File: src/hdl/i2cms_pkg.sv
// Shared types and code constants for the I2C write-then-read sequencer.
package i2cms_pkg;

    typedef logic [7:0] t_byte;

    // Item kinds
    localparam logic [1:0] MODE_LOAD   = 2'd0;
    localparam logic [1:0] MODE_START  = 2'd1;
    localparam logic [1:0] MODE_STATUS = 2'd2;
    // unused kind, answered with an empty result
    localparam logic [1:0] MODE_SPARE  = 2'd3;

    // Bus commands
    localparam logic [2:0] CMD_NONE  = 3'd0;
    localparam logic [2:0] CMD_ACK   = 3'd1;
    localparam logic [2:0] CMD_START = 3'd2;
    localparam logic [2:0] CMD_STOP  = 3'd3;
    localparam logic [2:0] CMD_NACK  = 3'd4;
    localparam logic [2:0] CMD_RESET = 3'd5;

    // TWI status codes, low three bits masked
    localparam t_byte ST_BUS_ERROR    = 8'h00;
    localparam t_byte ST_START        = 8'h08;
    localparam t_byte ST_REP_START    = 8'h10;
    localparam t_byte ST_MT_SLA_ACK   = 8'h18;
    localparam t_byte ST_MT_SLA_NACK  = 8'h20;
    localparam t_byte ST_MT_DATA_ACK  = 8'h28;
    localparam t_byte ST_MT_DATA_NACK = 8'h30;
    localparam t_byte ST_ARB_LOST     = 8'h38;
    localparam t_byte ST_MR_SLA_ACK   = 8'h40;
    localparam t_byte ST_MR_SLA_NACK  = 8'h48;
    localparam t_byte ST_MR_DATA_ACK  = 8'h50;
    localparam t_byte ST_MR_DATA_NACK = 8'h58;

    // Configuration register indexes
    localparam logic [2:0] CFG_WRITE_ADDRESS = 3'd0;
    localparam logic [2:0] CFG_READ_ADDRESS  = 3'd1;
    localparam logic [2:0] CFG_WRITE_COUNT   = 3'd2;
    localparam logic [2:0] CFG_READ_COUNT    = 3'd3;

endpackage

File: src/hdl/i2cms_buf.sv
// Transmit byte buffer: one write port, one registered read port, write-first.
module i2cms_buf #(
    parameter int DEPTH = 16
) (
    input  logic                     i_clk,
    input  logic                     i_wr_en,
    input  logic [$clog2(DEPTH)-1:0] i_wr_addr,
    input  i2cms_pkg::t_byte         i_wr_data,
    input  logic [$clog2(DEPTH)-1:0] i_rd_addr,
    output i2cms_pkg::t_byte         o_rd_data
);

    i2cms_pkg::t_byte r_mem [DEPTH];
    i2cms_pkg::t_byte r_rd_data;

    always_ff @(posedge i_clk) begin
        if (i_wr_en) begin
            r_mem[i_wr_addr] <= i_wr_data;
        end
        // pass a same-edge write straight through to the read side
        if (i_wr_en && (i_wr_addr == i_rd_addr)) begin
            r_rd_data <= i_wr_data;
        end else begin
            r_rd_data <= r_mem[i_rd_addr];
        end
    end

    assign o_rd_data = r_rd_data;

endmodule

File: src/hdl/i2c_master_write_read_sequencer_core.sv
// An item passes through the input register and then the result register to its result.
// Throughput: one item per cycle; a stalled waiting result holds back the next item.
// The transmit buffer read is registered and addressed from the next state, so it keeps pace.
// Reset (synchronous, active low): idle, transmitter role, positions zero, registers at defaults.
// The transmit buffer is not cleared by reset; its slots hold nothing useful until loaded.
module i2c_master_write_read_sequencer_core #(
    parameter int BUFFER_DEPTH = 16
) (
    input  logic       i_clk,
    input  logic       i_rst_n,
    // item input
    input  logic       i_in_valid,
    output logic       o_in_stall,
    input  logic [1:0] i_mode,
    input  logic [3:0] i_load_index,
    input  logic [7:0] i_load_byte,
    input  logic [7:0] i_bus_status,
    input  logic [7:0] i_rx_byte,
    // result output
    output logic       o_out_valid,
    input  logic       i_out_stall,
    output logic [2:0] o_command,
    output logic       o_tx_valid,
    output logic [7:0] o_tx_byte,
    output logic       o_rx_valid,
    output logic [3:0] o_rx_index,
    output logic [7:0] o_rx_data,
    output logic       o_transfer_done,
    output logic       o_start_refused,
    output logic       o_bad_sequence,
    output logic       o_bus_fault,
    output logic       o_short_read,
    output logic       o_receiver_role,
    // configuration writes
    input  logic       i_cfg_valid,
    output logic       o_cfg_ready,
    input  logic [2:0] i_cfg_index,
    input  logic [7:0] i_cfg_data
);

    localparam int AW = $clog2(BUFFER_DEPTH);

    typedef enum logic [2:0] {
        PH_IDLE,
        PH_STARTED,
        PH_WAIT_WADDR,
        PH_WAIT_DATA,
        PH_SEND_RADDR,
        PH_WAIT_RADDR,
        PH_READ,
        PH_READ_FINAL
    } t_phase;

    typedef struct packed {
        logic [2:0]       command;
        logic             tx_valid;
        i2cms_pkg::t_byte tx_byte;
        logic             rx_valid;
        logic [3:0]       rx_index;
        i2cms_pkg::t_byte rx_data;
        logic             transfer_done;
        logic             start_refused;
        logic             bad_sequence;
        logic             bus_fault;
        logic             short_read;
        logic             receiver_role;
    } t_result;

    // Reduce a slot number modulo the buffer depth by conditional subtraction.
    function automatic logic [AW-1:0] f_slot(input logic [4:0] v);
        logic [12:0] r;
        r = {8'd0, v};
        for (int k = 4; k >= 0; k--) begin
            if (r >= 13'(BUFFER_DEPTH << k)) begin
                r = r - 13'(BUFFER_DEPTH << k);
            end
        end
        return r[AW-1:0];
    endfunction

    // configuration
    i2cms_pkg::t_byte r_write_address;
    i2cms_pkg::t_byte r_read_address;
    logic [4:0]       r_write_count;
    logic [4:0]       r_read_count;

    // sequencer state
    t_phase     r_phase,    n_phase;
    logic       r_role,     n_role;
    logic [4:0] r_wpos,     n_wpos;
    logic [4:0] r_rpos,     n_rpos;

    // input register
    logic             r_in_valid;
    logic [1:0]       r_in_mode;
    logic [3:0]       r_in_load_index;
    i2cms_pkg::t_byte r_in_load_byte;
    i2cms_pkg::t_byte r_in_bus_status;
    i2cms_pkg::t_byte r_in_rx_byte;

    // result register
    logic    r_out_valid;
    t_result r_out;
    t_result c_res;

    logic             w_go;
    logic             w_bad;
    logic [4:0]       w_rpos_inc;
    i2cms_pkg::t_byte w_status;
    i2cms_pkg::t_byte w_buf_data;
    logic             w_buf_wr;
    logic [AW-1:0]    w_buf_rd_addr;

    assign w_go       = r_in_valid && (!r_out_valid || !i_out_stall);
    assign o_in_stall = r_in_valid && !w_go;
    assign o_cfg_ready = 1'b1;

    assign w_status   = r_in_bus_status & 8'hF8;
    assign w_rpos_inc = r_rpos + 5'd1;
    assign w_buf_wr   = w_go && (r_in_mode == i2cms_pkg::MODE_LOAD);
    // fetch the slot the next data-ack or address-ack will need
    assign w_buf_rd_addr = (n_phase == PH_WAIT_WADDR) ? '0 : f_slot(n_wpos);

    i2cms_buf #(
        .DEPTH(BUFFER_DEPTH)
    ) u_buf (
        .i_clk    (i_clk),
        .i_wr_en  (w_buf_wr),
        .i_wr_addr(f_slot({1'b0, r_in_load_index})),
        .i_wr_data(r_in_load_byte),
        .i_rd_addr(w_buf_rd_addr),
        .o_rd_data(w_buf_data)
    );

    always_comb begin
        n_phase = r_phase;
        n_role  = r_role;
        n_wpos  = r_wpos;
        n_rpos  = r_rpos;
        c_res   = '0;
        w_bad   = 1'b0;
        if (w_go) begin
            unique case (r_in_mode)
                i2cms_pkg::MODE_LOAD: begin
                end
                i2cms_pkg::MODE_START: begin
                    if (r_phase == PH_IDLE) begin
                        c_res.command = i2cms_pkg::CMD_START;
                        n_phase = PH_STARTED;
                        n_wpos  = 5'd0;
                        n_rpos  = 5'd0;
                    end else begin
                        c_res.start_refused = 1'b1;
                    end
                end
                i2cms_pkg::MODE_STATUS: begin
                    unique case (w_status)
                        i2cms_pkg::ST_BUS_ERROR: begin
                            n_phase = PH_IDLE;
                            n_role  = 1'b0;
                            c_res.command   = i2cms_pkg::CMD_STOP;
                            c_res.bus_fault = 1'b1;
                        end
                        i2cms_pkg::ST_START, i2cms_pkg::ST_REP_START: begin
                            if (r_phase == PH_STARTED) begin
                                c_res.tx_valid = 1'b1;
                                c_res.tx_byte  = r_write_address;
                                c_res.command  = i2cms_pkg::CMD_ACK;
                                n_phase = PH_WAIT_WADDR;
                                n_role  = 1'b0;
                            end else if (r_phase == PH_SEND_RADDR) begin
                                c_res.tx_valid = 1'b1;
                                c_res.tx_byte  = r_read_address;
                                c_res.command  = i2cms_pkg::CMD_ACK;
                                n_phase = PH_WAIT_RADDR;
                                n_role  = 1'b1;
                            end else begin
                                w_bad = 1'b1;
                            end
                        end
                        i2cms_pkg::ST_MT_SLA_ACK: begin
                            if (r_phase == PH_WAIT_WADDR) begin
                                c_res.tx_valid = 1'b1;
                                c_res.tx_byte  = w_buf_data;
                                c_res.command  = i2cms_pkg::CMD_ACK;
                                n_phase = PH_WAIT_DATA;
                                n_wpos  = 5'd1;
                            end else begin
                                w_bad = 1'b1;
                            end
                        end
                        i2cms_pkg::ST_MT_SLA_NACK: begin
                            if (r_phase == PH_WAIT_WADDR) begin
                                n_phase = PH_IDLE;
                                n_role  = 1'b0;
                                c_res.command = i2cms_pkg::CMD_RESET;
                            end else begin
                                w_bad = 1'b1;
                            end
                        end
                        i2cms_pkg::ST_MT_DATA_NACK: begin
                            if (r_phase == PH_WAIT_DATA) begin
                                n_phase = PH_IDLE;
                                n_role  = 1'b0;
                                c_res.command = i2cms_pkg::CMD_RESET;
                            end else begin
                                w_bad = 1'b1;
                            end
                        end
                        i2cms_pkg::ST_MT_DATA_ACK: begin
                            if (r_phase != PH_WAIT_DATA) begin
                                w_bad = 1'b1;
                            end else if (r_wpos >= r_write_count) begin
                                c_res.command = i2cms_pkg::CMD_START;
                                n_phase = PH_SEND_RADDR;
                            end else begin
                                c_res.tx_valid = 1'b1;
                                c_res.tx_byte  = w_buf_data;
                                c_res.command  = i2cms_pkg::CMD_ACK;
                                n_wpos = r_wpos + 5'd1;
                                n_role = 1'b0;
                            end
                        end
                        i2cms_pkg::ST_ARB_LOST: begin
                            // retry the whole transaction
                            n_phase = PH_STARTED;
                            n_role  = 1'b0;
                            n_wpos  = 5'd0;
                            n_rpos  = 5'd0;
                            c_res.command = i2cms_pkg::CMD_START;
                        end
                        i2cms_pkg::ST_MR_SLA_ACK: begin
                            if (r_phase == PH_WAIT_RADDR) begin
                                n_phase = PH_READ;
                                c_res.command = i2cms_pkg::CMD_ACK;
                            end else begin
                                w_bad = 1'b1;
                            end
                        end
                        i2cms_pkg::ST_MR_SLA_NACK: begin
                            if (r_phase == PH_WAIT_RADDR) begin
                                c_res.tx_valid = 1'b1;
                                c_res.tx_byte  = r_read_address;
                                c_res.command  = i2cms_pkg::CMD_ACK;
                            end else begin
                                w_bad = 1'b1;
                            end
                        end
                        i2cms_pkg::ST_MR_DATA_ACK: begin
                            if (r_phase == PH_READ) begin
                                c_res.rx_valid = 1'b1;
                                c_res.rx_index = r_rpos[3:0];
                                c_res.rx_data  = r_in_rx_byte;
                                n_rpos = w_rpos_inc;
                                if (({1'b0, w_rpos_inc} + 6'd1) == {1'b0, r_read_count}) begin
                                    c_res.command = i2cms_pkg::CMD_NACK;
                                    n_phase = PH_READ_FINAL;
                                end else if (w_rpos_inc >= r_read_count) begin
                                    n_phase = PH_IDLE;
                                    n_role  = 1'b0;
                                    c_res.command       = i2cms_pkg::CMD_STOP;
                                    c_res.transfer_done = 1'b1;
                                end else begin
                                    c_res.command = i2cms_pkg::CMD_ACK;
                                end
                            end else begin
                                w_bad = 1'b1;
                            end
                        end
                        i2cms_pkg::ST_MR_DATA_NACK: begin
                            if (r_phase == PH_READ_FINAL) begin
                                c_res.rx_valid = 1'b1;
                                c_res.rx_index = r_rpos[3:0];
                                c_res.rx_data  = r_in_rx_byte;
                                c_res.short_read    = (w_rpos_inc != r_read_count);
                                c_res.command       = i2cms_pkg::CMD_STOP;
                                c_res.transfer_done = 1'b1;
                                n_rpos  = w_rpos_inc;
                                n_phase = PH_IDLE;
                                n_role  = 1'b0;
                            end else begin
                                w_bad = 1'b1;
                            end
                        end
                        default: begin
                        end
                    endcase
                end
                default: begin
                end
            endcase
            if (w_bad) begin
                // drop the whole answer, flag it, keep the state
                c_res = '0;
                c_res.bad_sequence = 1'b1;
            end
        end
        c_res.receiver_role = n_role;
    end

    always_ff @(posedge i_clk) begin
        if (!i_rst_n) begin
            r_write_address <= 8'd0;
            r_read_address  <= 8'd1;
            r_write_count   <= 5'd1;
            r_read_count    <= 5'd1;
            r_phase         <= PH_IDLE;
            r_role          <= 1'b0;
            r_wpos          <= 5'd0;
            r_rpos          <= 5'd0;
            r_in_valid      <= 1'b0;
            r_out_valid     <= 1'b0;
        end else begin
            if (i_cfg_valid && o_cfg_ready) begin
                unique case (i_cfg_index)
                    i2cms_pkg::CFG_WRITE_ADDRESS: r_write_address <= i_cfg_data;
                    i2cms_pkg::CFG_READ_ADDRESS:  r_read_address  <= i_cfg_data;
                    i2cms_pkg::CFG_WRITE_COUNT:   r_write_count   <= i_cfg_data[4:0];
                    i2cms_pkg::CFG_READ_COUNT:    r_read_count    <= i_cfg_data[4:0];
                    default: begin
                    end
                endcase
            end
            r_phase <= n_phase;
            r_role  <= n_role;
            r_wpos  <= n_wpos;
            r_rpos  <= n_rpos;
            if (!o_in_stall) begin
                r_in_valid <= i_in_valid;
            end
            if (w_go) begin
                r_out_valid <= 1'b1;
            end else if (!i_out_stall) begin
                r_out_valid <= 1'b0;
            end
        end
    end

    // payload registers
    always_ff @(posedge i_clk) begin
        if (i_in_valid && !o_in_stall) begin
            r_in_mode       <= i_mode;
            r_in_load_index <= i_load_index;
            r_in_load_byte  <= i_load_byte;
            r_in_bus_status <= i_bus_status;
            r_in_rx_byte    <= i_rx_byte;
        end
        if (w_go) begin
            r_out <= c_res;
        end
    end

    assign o_out_valid     = r_out_valid;
    assign o_command       = r_out.command;
    assign o_tx_valid      = r_out.tx_valid;
    assign o_tx_byte       = r_out.tx_byte;
    assign o_rx_valid      = r_out.rx_valid;
    assign o_rx_index      = r_out.rx_index;
    assign o_rx_data       = r_out.rx_data;
    assign o_transfer_done = r_out.transfer_done;
    assign o_start_refused = r_out.start_refused;
    assign o_bad_sequence  = r_out.bad_sequence;
    assign o_bus_fault     = r_out.bus_fault;
    assign o_short_read    = r_out.short_read;
    assign o_receiver_role = r_out.receiver_role;

    a_idle_is_transmitter: assert property (@(posedge i_clk) disable iff (!i_rst_n)
        r_phase == PH_IDLE |-> !r_role)
        else $error("receiver role held while idle");

    a_bad_is_silent: assert property (@(posedge i_clk) disable iff (!i_rst_n)
        o_out_valid && o_bad_sequence |->
            o_command == i2cms_pkg::CMD_NONE && !o_tx_valid && !o_rx_valid)
        else $error("bad sequence result carries a command or byte");

    a_done_stops: assert property (@(posedge i_clk) disable iff (!i_rst_n)
        o_out_valid && o_transfer_done |->
            o_command == i2cms_pkg::CMD_STOP && o_rx_valid && !o_receiver_role)
        else $error("transfer done without stop and final byte");

    a_load_keeps_phase: assert property (@(posedge i_clk) disable iff (!i_rst_n)
        w_go && r_in_mode == i2cms_pkg::MODE_LOAD |=> $stable(r_phase))
        else $error("buffer load moved the phase");

    a_result_taken_or_held: assert property (@(posedge i_clk) disable iff (!i_rst_n)
        w_go |=> o_out_valid)
        else $error("processed item produced no result");

endmodule
File: config.mk
export PLATFORM = sky130hd
export DESIGN_NAME = i2c_master_write_read_sequencer_core
export DESIGN_NICKNAME = d
export VERILOG_FILES = /design/src/hdl/i2cms_pkg.sv /design/src/hdl/i2cms_buf.sv /design/src/hdl/i2c_master_write_read_sequencer_core.sv
export SDC_FILE = /design/constraint.sdc
export NUM_CORES = 1
export LEC_CHECK = 0
export BUFFER_PORTS_ARGS = -buffer_cell sky130_fd_sc_hd__buf_2
export CORE_MARGIN = 3
export CORE_UTILIZATION = 55
export CTS_BUF_LIST = sky130_fd_sc_hd__clkbuf_16
export CTS_CLUSTER_SIZE = 20
export DETAILED_ROUTE_END_ITERATION = 10
export PLACE_DENSITY_LB_ADDON = 0.12
export SLEW_MARGIN = 30
export SYNTH_ARGS = -nofsm -noshare
export SYNTH_HDL_FRONTEND = slang
export SYNTH_SLANG_ARGS = --single-unit
File: constraint.sdc
create_clock -name i_clk -period 3.8 [get_ports i_clk]
set_clock_uncertainty 0.1 [all_clocks]
set_input_delay 0.57 -clock i_clk [delete_from_list [all_inputs] [get_ports i_clk]]
set_output_delay 0.57 -clock i_clk [all_outputs]
set_load 0.005 [all_outputs]
==> results of run 1 <==
[final cells by class]
cell class	count	area, sq um	area share, %
flip-flops and latches	232	6510	55.3
multi-input cells	459	3540	30.1
clock buffers	26	651	5.53
repair buffers	94	531	4.51
well taps	229	287	2.44
clock inverters	20	165	1.40
inverters	21	78.8	0.670
[cell families after synthesis]
family / after synthesis
AOI/OAI and AO/OA: 129
xor gates and xnor gates: 9
adders and majority gates: 18
buffers and inverters: 56
DFF: 232
muxes: 53
other: 1
and+or+nand+nor: 249
[critical path, stage by stage (launching register included)]
cell and delay [ns]:
sky130_fd_sc_hd__dfxtp_1 0.50, sky130_fd_sc_hd__ha_1 0.31, sky130_fd_sc_hd__nand3_1 0.17, sky130_fd_sc_hd__xor2_1 0.30, sky130_fd_sc_hd__inv_1 0.08, sky130_fd_sc_hd__ha_1 0.29, sky130_fd_sc_hd__and4_1 0.19, sky130_fd_sc_hd__a21oi_1 0.07
sky130_fd_sc_hd__a211oi_1 0.43, sky130_fd_sc_hd__a21oi_1 0.24, sky130_fd_sc_hd__o211ai_1 0.47, sky130_fd_sc_hd__a31oi_1 0.15
[path summary, 6_finish.rpt]
kind | from | slack [ns] | endpoint
max | r_rpos[0]$_SDFFE_PN0P_ | 0.36 | flop
min | i_load_byte[4] | 0.12 | r_in_load_byte[4]$_DFFE_PP_
max reg2reg | r_rpos[0]$_SDFFE_PN0P_ | 0.36 | flop
min reg2reg | r_read_address[2]$_SDFFE_PN0P_ | 0.36 | r_read_address[2]$_SDFFE_PN0P_
[routing by layer]
metal / track usage [%] / vias up / share of wire (%)
met1: 32.3 / 3200 / 42
met5: 0 / - / 0
li1: - / 3049 / -
met2: 36.8 / 311 / 48
met3: 3.78 / 39 / 8.0
met4: 5.90 / 0 / 2.0
[cells in the final DEF, fill, tap and decap left out, types with 18 or more instances in the layout]
| cell type | count |
|---|---|
| sky130_fd_sc_hd__edfxtp_1 | 186 |
| sky130_fd_sc_hd__buf_2 | 75 |
| sky130_fd_sc_hd__nand2_1 | 73 |
| sky130_fd_sc_hd__nor2_1 | 60 |
| sky130_fd_sc_hd__dfxtp_1 | 45 |
| sky130_fd_sc_hd__mux4_2 | 40 |
| sky130_fd_sc_hd__a21oi_1 | 39 |
| sky130_fd_sc_hd__inv_1 | 28 |
| sky130_fd_sc_hd__clkbuf_16 | 26 |
| sky130_fd_sc_hd__and2_1 | 19 |
| sky130_fd_sc_hd__ha_1 | 18 |
| sky130_fd_sc_hd__buf_4 | 18 |
[through the flow]
stage,util [%],worst slack [ns],cells
after global placement,60.3,0.475,1035
after CTS,64.8,0.383,1081
after detailed placement,60.3,0.415,1035
after floorplan,-,0.492,747
final,64.8,0.358,1081
after global routing,64.8,0.0523,1081
[power groups by stage]
stage	combinational [uW]	clock, uW	sequential (uW)
after floorplan	113	0	2860
after global placement	177	0	2880
after detailed placement	180	0	2890
after CTS	181	2400	2830
after global routing	200	2500	2840
final	183	2360	2830
[flip-flops by register name, summed over array words and instances (netlist names), 2 cells and up, named ones only]
signal	count
o_rx_data	8
r_in_bus_status	5
r_write_count	5
r_in_load_byte	8
o_command	3
r_in_load_index	4
r_wpos	5
r_read_count	5
r_read_address	8
r_in_mode	2
r_write_address	8
o_tx_byte	8
o_rx_index	4
r_in_rx_byte	8
r_phase	3
r_rpos	5
u_buf.r_mem	128
==> results.md, run 1 <==
- The via total after detailed routing is 6599.
- The total number of H-tree levels is 1.
- In the final layout, the share of cells above drive strength 1 is 22.9%.
- The tree is rooted in a sky130_fd_sc_hd__clkbuf_16.
- The number of failing setup endpoints in the final timing report is 0.
- After clock tree synthesis, the clock-pin slew on the worst setup and hold paths is 0.06 ns.
- The share of the cycle needed by the critical path after routing is 90.6%.
- Combinational logic burns 3.4% of the power.
- The filler cell count is 1273.
- The first detailed-routing pass ran for 6 iterations.
- After detailed routing, the average wire length per cell comes to 21.1 um.
- Synthesis instantiated 77 different standard cells from the library.
- The HPWL after detailed placement is roughly 16000 um.
- The number of remaining DRC errors is 0.
- For this configuration, the core starts out at a cell density of between 50% and 60%.
- The later pin in the worst-skew pair is clocked with a latency of 0.52 ns.
- The clock passes through at most 3 buffers.
- The DRC marker count from the first detailed-route iteration is 711.
- The via density per instance is 6.10.
- The post-synthesis simple-gate area fraction is 12.3%.
- In this run, synthesis produced a sequential element count of 232.
- The first global-routing pass estimated 35900 um of wire.
- The largest net degree at the start of global routing is 39.
- The worst-case IR drop observed on VDD is 0.000397 V.
- The area share of fa/ha/maj cells after synthesis is 2.19%.
- The post-synthesis net count is between 800 and 900.
- STA puts the critical path data arrival time at 3.73 ns.
- Summing the areas of all compound-gate instances in the mapped netlist gives 8.62% of the synthesized area.
- Global routing used a little under a quarter of the available tracks across all layers.
- At the pin with the least slew margin, the transition time is 0.965 ns.
- The largest fanout on the critical path is 9.
- Post-CTS repair changed the size of 0 cells.
- In this run the remaining antenna-violating nets after routing total 0.
- The power per standard cell area is roughly 460 nW/um^2.
- Across all hold checks on the routed design, the worst slack comes to 0.117 ns.
- The clock network burns 43.9% of the power.
- In the final design database the tool counted 897 nets.
- The count of warnings emitted by yosys is 0.
- The synthesized netlist cell count is 747.
- Summed over all layers, the routed wires come to 22800 um.
- By instance count, the leading cell after synthesis is sky130_fd_sc_hd__edfxtp_1.
- The via count of the first global-routing pass was 6544.
- After Yosys synthesis, XOR and XNOR cells account for 1.11% of the synthesized area.
- The total inserted antenna cells is 0.
- The dominant combinational cell family by area after synthesis is simple AND/OR/NAND/NOR gates.
- The min-delay analysis places its worst path in the category input port to flop.
- The post-CTS repair timing setup buffer count is 0.
- The sum of overflow across all layers after global routing is 0.
- The smallest clock period supported by the final layout is computed as 3.44 ns.
- The share of Yosys cell area claimed by the top area cell type is roughly 54%.
- The number of cells on the worst reg-to-reg path is 11.
- After floorplanning, the core was divided into 49 placement rows.
- The standard cell area after detailed placement is approximately 11000 sq um.
- In this run the power spent charging and discharging nets is 1130 uW.
- The number of stages on the worst hold path is 1.
- The endpoint type of the worst setup path is a flop.
- The number of hold buffers added after CTS is 0.
- The most used flip-flop cell after synthesis is sky130_fd_sc_hd__edfxtp_1.
- The total count of hold-check failures in the final report is 0.
- Max-cap violations in this run came to 0.
- The switching share of power is around a fifth.
- The design draws 5370 uW.
- At the worst endpoint, the required time is 4.08 ns.
- The summed instance area of the synthesized netlist is 10300 sq um.
- The routability congestion estimate from global placement is 0.910.
- Multiplexer cells account for 10.1% of the synthesized area.
- Counting flops with an async set or reset pin after synthesis yields a share of 0%.
- The classification of the worst setup path is flop to flop.
- The total non-filler cell area in the finished layout is 11800 sq um.
- The number of top-level design ports is 80.
- By area the synthesized netlist is led by sky130_fd_sc_hd__edfxtp_1 54%, sky130_fd_sc_hd__dfxtp_1 9.0%, sky130_fd_sc_hd__mux4_2 8.8%.
- The flow ran to the end, and the final reports show no timing, DRC or antenna violations.
- The port buffer count is between 70 and 80.
- Buffers inserted during clock tree synthesis total 25.
- The synthesized design spends more area on one cell type than any other, namely sky130_fd_sc_hd__edfxtp_1.
- The floorplan die width is between 100 and 150 um.
- The maximum frequency from static timing analysis is approximately 290 MHz.
- The clock sink total is between 200 and 250.
- The die area is 20400 sq um.
- The core region is ~18000 sq um.
- In this run the mean area of a mapped cell was 13.8 sq um.
- STA classifies the critical path startpoint as a flop.
- The share of the Yosys chip area taken by registers is 63.3%.
- Setup repair after global routing left no endpoint under its margin.
- The area growth from synthesis to layout is 14.5%.
- The leakage dissipation is approximately 0.004 uW.
- The sequential cell fraction of total power is 52.7%.
- The die boundary height is 143 um.
- The worst pin sits at a relative slew slack of around 36%.
- Counting flops with a built-in enable in the synthesized netlist gives 186.
- The final max-slew violation count came to 0.
- The number of antenna violations at the first check in global routing came to 0.
- Counting instances in the post-synthesis netlist gives the leading cell types as 186 x sky130_fd_sc_hd__edfxtp_1, 73 x sky130_fd_sc_hd__nand2_1, 60 x sky130_fd_sc_hd__nor2_1, 46 x sky130_fd_sc_hd__dfxtp_1, 40 x sky130_fd_sc_hd__mux4_2.
- TritonCTS built the clock tree.
- Cell internal power was estimated by the tool at ~4200 uW.
- In the final timing run, aggregate negative setup slack is 0 ns.
(Power assumes the default switching activity.)
==> inputs of run 2 (changes only) <==
- CTS_BUF_LIST: sky130_fd_sc_hd__clkbuf_16 -> sky130_fd_sc_hd__clkbuf_4 sky130_fd_sc_hd__clkbuf_8 sky130_fd_sc_hd__clkbuf_16
==> results.md, run 2 (synthesized netlist as in run 1, its figures left out) <==
- The filler cell count came to 1269 (-0.31%).
- The clock edge transition at the registers on the reported setup and hold paths is 0.06 ns (about the same).
- The die boundary height is 143 um (unchanged).
- The area of the multi-input gates is 3540 sq um (unchanged).
- The classification of the worst setup path is flop to flop.
- The number of nets in the layout is 897 (unchanged).
- The pre-CTS worst setup slack is 0.415 ns (unchanged).
- The post-detailed-routing wire length is 22700 um (-0.19%).
- The number of flip-flops under the largest register name came to 128 (unchanged).
- The met1 demand-to-capacity share in global routing is 32.4% (+0.12 points).
- The startpoint identified for the worst register-to-register timing path is r_rpos[0]$_SDFFE_PN0P_.
- The core footprint is 18100 sq um (unchanged).
- The leakage dissipation is 0.00406 uW (about the same).
- The sum of overflow across all layers after global routing is 0 (unchanged).
- The number of remaining DRC errors is 0 (unchanged).
- The total number of H-tree levels was 1 (unchanged).
- The die area is 20400 sq um (unchanged).
- The maximum frequency from static timing analysis was 291 MHz (+0.30%).
- The clock sink total came to 232 (unchanged).
- The power per standard cell area is 463 nW/um^2 (+1.4%).
- The flow ran to the end, and the final reports show no timing, DRC or antenna violations.
- The via count of the first global-routing pass is 6557 (+0.20%).
- The fraction of layout cells with a size suffix above 1 is 23.9% (+1.1 points).
- Setup repair after global routing left no endpoint under its margin.
- The required time at the endpoint of the critical path was 4.08 ns (about the same).
- The number of top-level design ports is 80 (unchanged).
- The most flop-heavy register is u_buf.r_mem.
- The largest vdd supply drop is 0.000396 V (-0.43%).
- The HPWL after detailed placement came to 15900 um (unchanged).
- The minimum setup slack in the final design is 0.368 ns (+0.0104 ns).
- The largest fanout on the critical path is 9 (unchanged).
- The area added between synthesis and finish is 14.9%.
- The share of the core filled with cells in the final layout is 65.0% (+0.22 points).
- The met3 track demand over resource came to 3.55% (-0.23 points).
- The port buffer count is 75 (unchanged).
- The post-CTS repair timing setup buffer count is 0 (unchanged).
- The met2 usage in global routing is 36.6% (-0.20 points).
- The relative max-transition margin came to 35.7% (+0.20 points).
- The standard cell area after detailed placement came to 10900 sq um (unchanged).
- The placement row count came to 49 (unchanged).
- The number of antenna-violating nets in the routed design came to 0 (unchanged).
- The layer flagged by global routing as most heavily used is met2.
- The total power of the final layout was 5470 uW (+1.8%).
- The root buffer cell chosen for the clock tree is sky130_fd_sc_hd__clkbuf_16.
- The total count of hold-check failures in the final report came to 0 (unchanged).
- The total non-filler cell area in the finished layout is 11800 sq um (+0.34%).
- The time the final worst path needs with I/O delays and setup is 3.43 ns (-0.0104 ns).
- The count of cells resized by post-cts repair came to 0 (unchanged).
- The number of antenna violations at the first check in global routing is 0 (unchanged).
- The via total after detailed routing is 6617 (+0.27%).
- The routability congestion estimate from global placement is 0.910 (unchanged).
- The largest net degree at the start of global routing is 39 (unchanged).
- The average wire length per cell after detail routing was 21.0 um (-0.19%).
- The endpoint type of the worst setup path is a flop.
- The actual slew at the worst max-slew pin is 0.962 ns (-0.00302 ns).
- The floorplan die width is 143 um (unchanged).
- The sequential cell area in the final layout was 6510 sq um (unchanged).
- The wire length of the first global-routing pass is 35900 um (unchanged).
- TritonCTS built the clock tree.
- The share of the cycle needed by the critical path after routing is 90.3% (-0.27 points).
- The number of hold buffers added after CTS is 0 (unchanged).
- The critical path arrival was 3.72 ns (about the same).
- The classification of the worst-slack hold path is input port to flop.
- The startpoint identified for the worst hold timing path is i_load_byte[4].
- The number of failing setup endpoints in the final timing report is 0 (unchanged).
- The summed negative setup slack over all endpoints came to 0 ns (unchanged).
- The final max-slew violation count was 0 (unchanged).
- The first-pass detailed-route iteration total is 5 (-1).
- The DRC marker count from the first detailed-route iteration is 738 (+3.8%).
- The total inserted antenna cells is 0 (unchanged).
- The library cell used most frequently in the layout, excluding fill and tap cells, is sky130_fd_sc_hd__edfxtp_1.
- The start point of the critical path is r_rpos[0]$_SDFFE_PN0P_.
- The via density per instance was 6.12 (+0.27%).
- The maximum buffer depth of the clock tree is 3 (unchanged).
- The global-route usage over all layers is 22.6% (about the same).
- The max-cap violation count came to 0 (unchanged).
- The top cell types in the final layout, fill and taps aside, are 186 x sky130_fd_sc_hd__edfxtp_1, 75 x sky130_fd_sc_hd__buf_2, 73 x sky130_fd_sc_hd__nand2_1.
- The number of buffers created by CTS was 25 (unchanged).
- The clock insertion delay at the later pin of the skew report is 0.52 ns (about the same).
- The worst setup path is launched from a flop.
- The effective utilization at floorplan is 56.6% (unchanged).
run 2: area by class of cell:
class	count	share of cell area, %
Sequential cell	232	55.1
Multi-Input combinational cell	459	30.0
Clock buffer	35	6.14
Timing Repair Buffer	94	4.50
Tap cell	229	2.43
Clock inverter	11	1.11
Inverter	21	0.668
run 2: path summary, 6_finish.rpt:
path	slack [ns]	to	cells after the start
worst max-delay path	0.37	flop	11
worst min-delay path	0.12	r_in_load_byte[4]$_DFFE_PP_	1
worst max register to register	0.37	flop	11
worst min register to register	0.36	r_read_address[2]$_SDFFE_PN0P_	2
run 2: critical path: stages, from the launching register on:
cell                       delay, ns
sky130_fd_sc_hd__dfxtp_1        0.48
sky130_fd_sc_hd__ha_1           0.31
sky130_fd_sc_hd__nand3_1        0.17
sky130_fd_sc_hd__xor2_1         0.29
sky130_fd_sc_hd__inv_1          0.08
sky130_fd_sc_hd__ha_1           0.29
sky130_fd_sc_hd__and4_1         0.19
sky130_fd_sc_hd__a21oi_1        0.07
sky130_fd_sc_hd__a211oi_1       0.43
sky130_fd_sc_hd__a21oi_1        0.24
sky130_fd_sc_hd__o211ai_1       0.48
sky130_fd_sc_hd__a31oi_1        0.16
run 2: per-layer routing:
metal	up-vias	routed length, um
li1	3048	-
met2	292	10800
met1	3232	9840
met3	45	1550
met5	-	0
met4	0	527
run 2: stage by stage:
| step | hold WS [ns] | std cells |
|---|---|---|
| final | 0.119 | 1081 |
| after global routing | 0.101 | 1081 |
| after CTS | 0.0964 | 1081 |
| after detailed placement | 0.350 | 1035 |
| after global placement | 0.341 | 1035 |
| after floorplan | 0.336 | 747 |
run 2: report_power, final:
group | switching [uW] | internal (uW) | leakage, uW | total (uW)
Combinational | 111 | 71.2 | 0.00155 | 182
Sequential | 48.2 | 2780 | 0.00208 | 2830
Clock | 968 | 1490 | 0.000430 | 2450
Total | 1130 | 4340 | 0.00406 | 5470
==> inputs of run 3 (changes only) <==
- CTS_BUF_LIST: sky130_fd_sc_hd__clkbuf_4 sky130_fd_sc_hd__clkbuf_8 sky130_fd_sc_hd__clkbuf_16 -> sky130_fd_sc_hd__clkbuf_8 sky130_fd_sc_hd__clkbuf_16
==> results.md, run 3 (synthesized netlist as in run 1, its figures left out) <==
- The die boundary height is 143 um (unchanged).
- The number of buffers created by CTS is 25 (unchanged).
- The port buffer count was 75 (unchanged).
- The wire length of the first global-routing pass is 36000 um (about the same).
- CTS placed an instance of sky130_fd_sc_hd__clkbuf_16 at the clock tree root.
- The number of remaining DRC errors was 0 (unchanged).
- The worst-case hold path end point is r_in_load_byte[4]$_DFFE_PP_.
- By startpoint and endpoint, the worst setup path is classified as flop to flop.
- In this run the worst setup path begins at r_rpos[0]$_SDFFE_PN0P_.
- The setup slack of the most critical reg-to-reg path is 0.34 ns (-0.03 ns).
- The average wire length per cell after detail routing was 21.0 um (about the same).
- The relative max-transition margin was 35.6% (-0.12 points).
- The post-CTS repair timing setup buffer count is 0 (unchanged).
- In this run the critical register-to-register path is launched from r_rpos[0]$_SDFFE_PN0P_.
- The via count of the first global-routing pass came to 6566 (+0.14%).
- The total count of hold-check failures in the final report was 0 (unchanged).
- The endpoint type of the worst setup path is a flop.
- The count of cells resized by post-cts repair is 0 (unchanged).
- The sequential cell area in the final layout is 6510 sq um (unchanged).
- The power per standard cell area is 458 nW/um^2 (-1.1%).
- The maximum buffer depth of the clock tree is 3 (unchanged).
- Relative to the synthesized area, the layout overhead comes to 14.6%.
- The via density per instance is 6.12 (about the same).
- The classification of the worst-slack hold path is input port to flop.
- The fraction of layout cells with a size suffix above 1 is 23.0% (-0.94 points).
- The CTS tree is built.
- The core footprint came to 18100 sq um (unchanged).
- The filler cell count is 1270 (+0.079%).
- The first-pass detailed-route iteration total is 6 (+1).
- The clock insertion delay at the later pin of the skew report is 0.52 ns (about the same).
- The worst setup path is launched from a flop.
- The number of top-level design ports is 80 (unchanged).
- The leakage dissipation is 0.00407 uW (+0.14%).
- The final max-slew violation count was 0 (unchanged).
- The placement row count is 49 (unchanged).
- The via total after detailed routing is 6618 (+0.015%).
- The max-cap violation count is 0 (unchanged).
- The number of hold buffers added after CTS is 0 (unchanged).
- The area of the multi-input gates came to 3540 sq um (unchanged).
- The number of failing setup endpoints in the final timing report was 0 (unchanged).
- The post-detailed-routing wire length is 22700 um (about the same).
- The share of the cycle needed by the critical path after routing is 91.0% (+0.68 points).
- The clock edge transition at the registers on the reported setup and hold paths is 0.06 ns (about the same).
- The summed negative setup slack over all endpoints was 0 ns (unchanged).
- The most flop-heavy register is u_buf.r_mem.
- The largest vdd supply drop is 0.000395 V (-0.26%).
- The maximum frequency from static timing analysis is 289 MHz (-0.75%).
- The critical hold path startpoint is i_load_byte[4].
- The total power of the final layout came to 5390 uW (-1.4%).
- The routability congestion estimate from global placement came to 0.910 (unchanged).
- The HPWL after detailed placement is 15900 um (unchanged).
- The total inserted antenna cells is 0 (unchanged).
- The sum of overflow across all layers after global routing came to 0 (unchanged).
- The floorplan die width is 143 um (unchanged).
- The largest fanout on the critical path is 9 (unchanged).
- The total number of H-tree levels is 1 (unchanged).
- The time the final worst path needs with I/O delays and setup came to 3.46 ns (+0.0258 ns).
- Leaving out fill and tap cells, the most frequent cells in the layout are 186 x sky130_fd_sc_hd__edfxtp_1, 75 x sky130_fd_sc_hd__buf_2, 73 x sky130_fd_sc_hd__nand2_1.
- The critical path arrival is 3.74 ns (+0.02 ns).
- The clock sink total is 232 (unchanged).
- The number of flip-flops under the largest register name came to 128 (unchanged).
- The required time at the endpoint of the critical path is 4.09 ns (about the same).
- The global-route usage over all layers is 22.6% (about the same).
- The most common cell after layout, fill and taps aside is sky130_fd_sc_hd__edfxtp_1.
- The flow ran to the end, and the final reports show no timing, DRC or antenna violations.
- Setup repair after global routing left no endpoint under its margin.
- The number of antenna-violating nets in the routed design came to 0 (unchanged).
- The number of nets in the layout is 897 (unchanged).
- The die area is 20400 sq um (unchanged).
- The number of antenna violations at the first check in global routing is 0 (unchanged).
- The actual slew at the worst max-slew pin came to 0.964 ns (+0.00174 ns).
- The largest net degree at the start of global routing is 39 (unchanged).
- The number of cells on the worst reg-to-reg path came to 11 (unchanged).
- The DRC marker count from the first detailed-route iteration is 686 (-7.0%).
- The number of stages on the worst hold path is 1 (unchanged).
- The effective utilization at floorplan is 56.6% (unchanged).
-- run 3: cell type report --
class | instances | area share (%)
timing repair buffer | 94 | 4.51
sequential | 232 | 55.3
tap | 229 | 2.43
clock buffer | 27 | 5.64
multi-input combinational | 459 | 30.1
clock inverter | 19 | 1.37
inverter | 21 | 0.670
-- run 3: worst max-delay path by stage --
stage / cells after the start / to / slack (ns)
floorplan: 4 / u_buf.r_mem[0][0]$_DFFE_PP_ / 0.49
global placement: 11 / o_receiver_role$_DFFE_PP_ / 0.48
detailed placement: 11 / flop / 0.42
CTS: 11 / flop / 0.38
global route: 11 / flop / 0.05
finish: 11 / flop / 0.34
-- run 3: routing by layer --
| layer | vias up | global-route usage [%] | share of wire, % |
|---|---|---|---|
| li1 | 3050 | - | - |
| met1 | 3218 | 32.4 | 43 |
| met2 | 300 | 36.6 | 47 |
| met3 | 50 | 3.55 | 7.3 |
| met4 | 0 | 6.45 | 2.5 |
| met5 | - | 0 | 0 |
-- run 3: where the power goes --
part / total (uW) / internal (uW) / switching (uW)
registers: 2830 / 2780 / 47.8
clock network: 2380 / 1410 / 972
logic: 183 / 71.2 / 111
-- run 3: per-stage QoR --
step,utilization [%],hold WS [ns],cells,setup slack (ns),area (sq um)
floorplan,-,0.336,747,0.492,10300
global placement,60.3,0.341,1035,0.475,10900
detailed placement,60.3,0.350,1035,0.415,10900
CTS,64.8,0.0969,1081,0.383,11800
global route,64.9,0.101,1081,0.0523,11800
finish,64.9,0.119,1081,0.342,11800
-- run 3: critical path: stages (launching register included) --
cell and delay [ns]:
sky130_fd_sc_hd__dfxtp_1 0.49, sky130_fd_sc_hd__ha_1 0.31, sky130_fd_sc_hd__nand3_1 0.18, sky130_fd_sc_hd__xor2_1 0.30, sky130_fd_sc_hd__inv_1 0.08, sky130_fd_sc_hd__ha_1 0.29
sky130_fd_sc_hd__and4_1 0.19, sky130_fd_sc_hd__a21oi_1 0.07, sky130_fd_sc_hd__a211oi_1 0.43, sky130_fd_sc_hd__a21oi_1 0.24, sky130_fd_sc_hd__o211ai_1 0.49, sky130_fd_sc_hd__a31oi_1 0.16
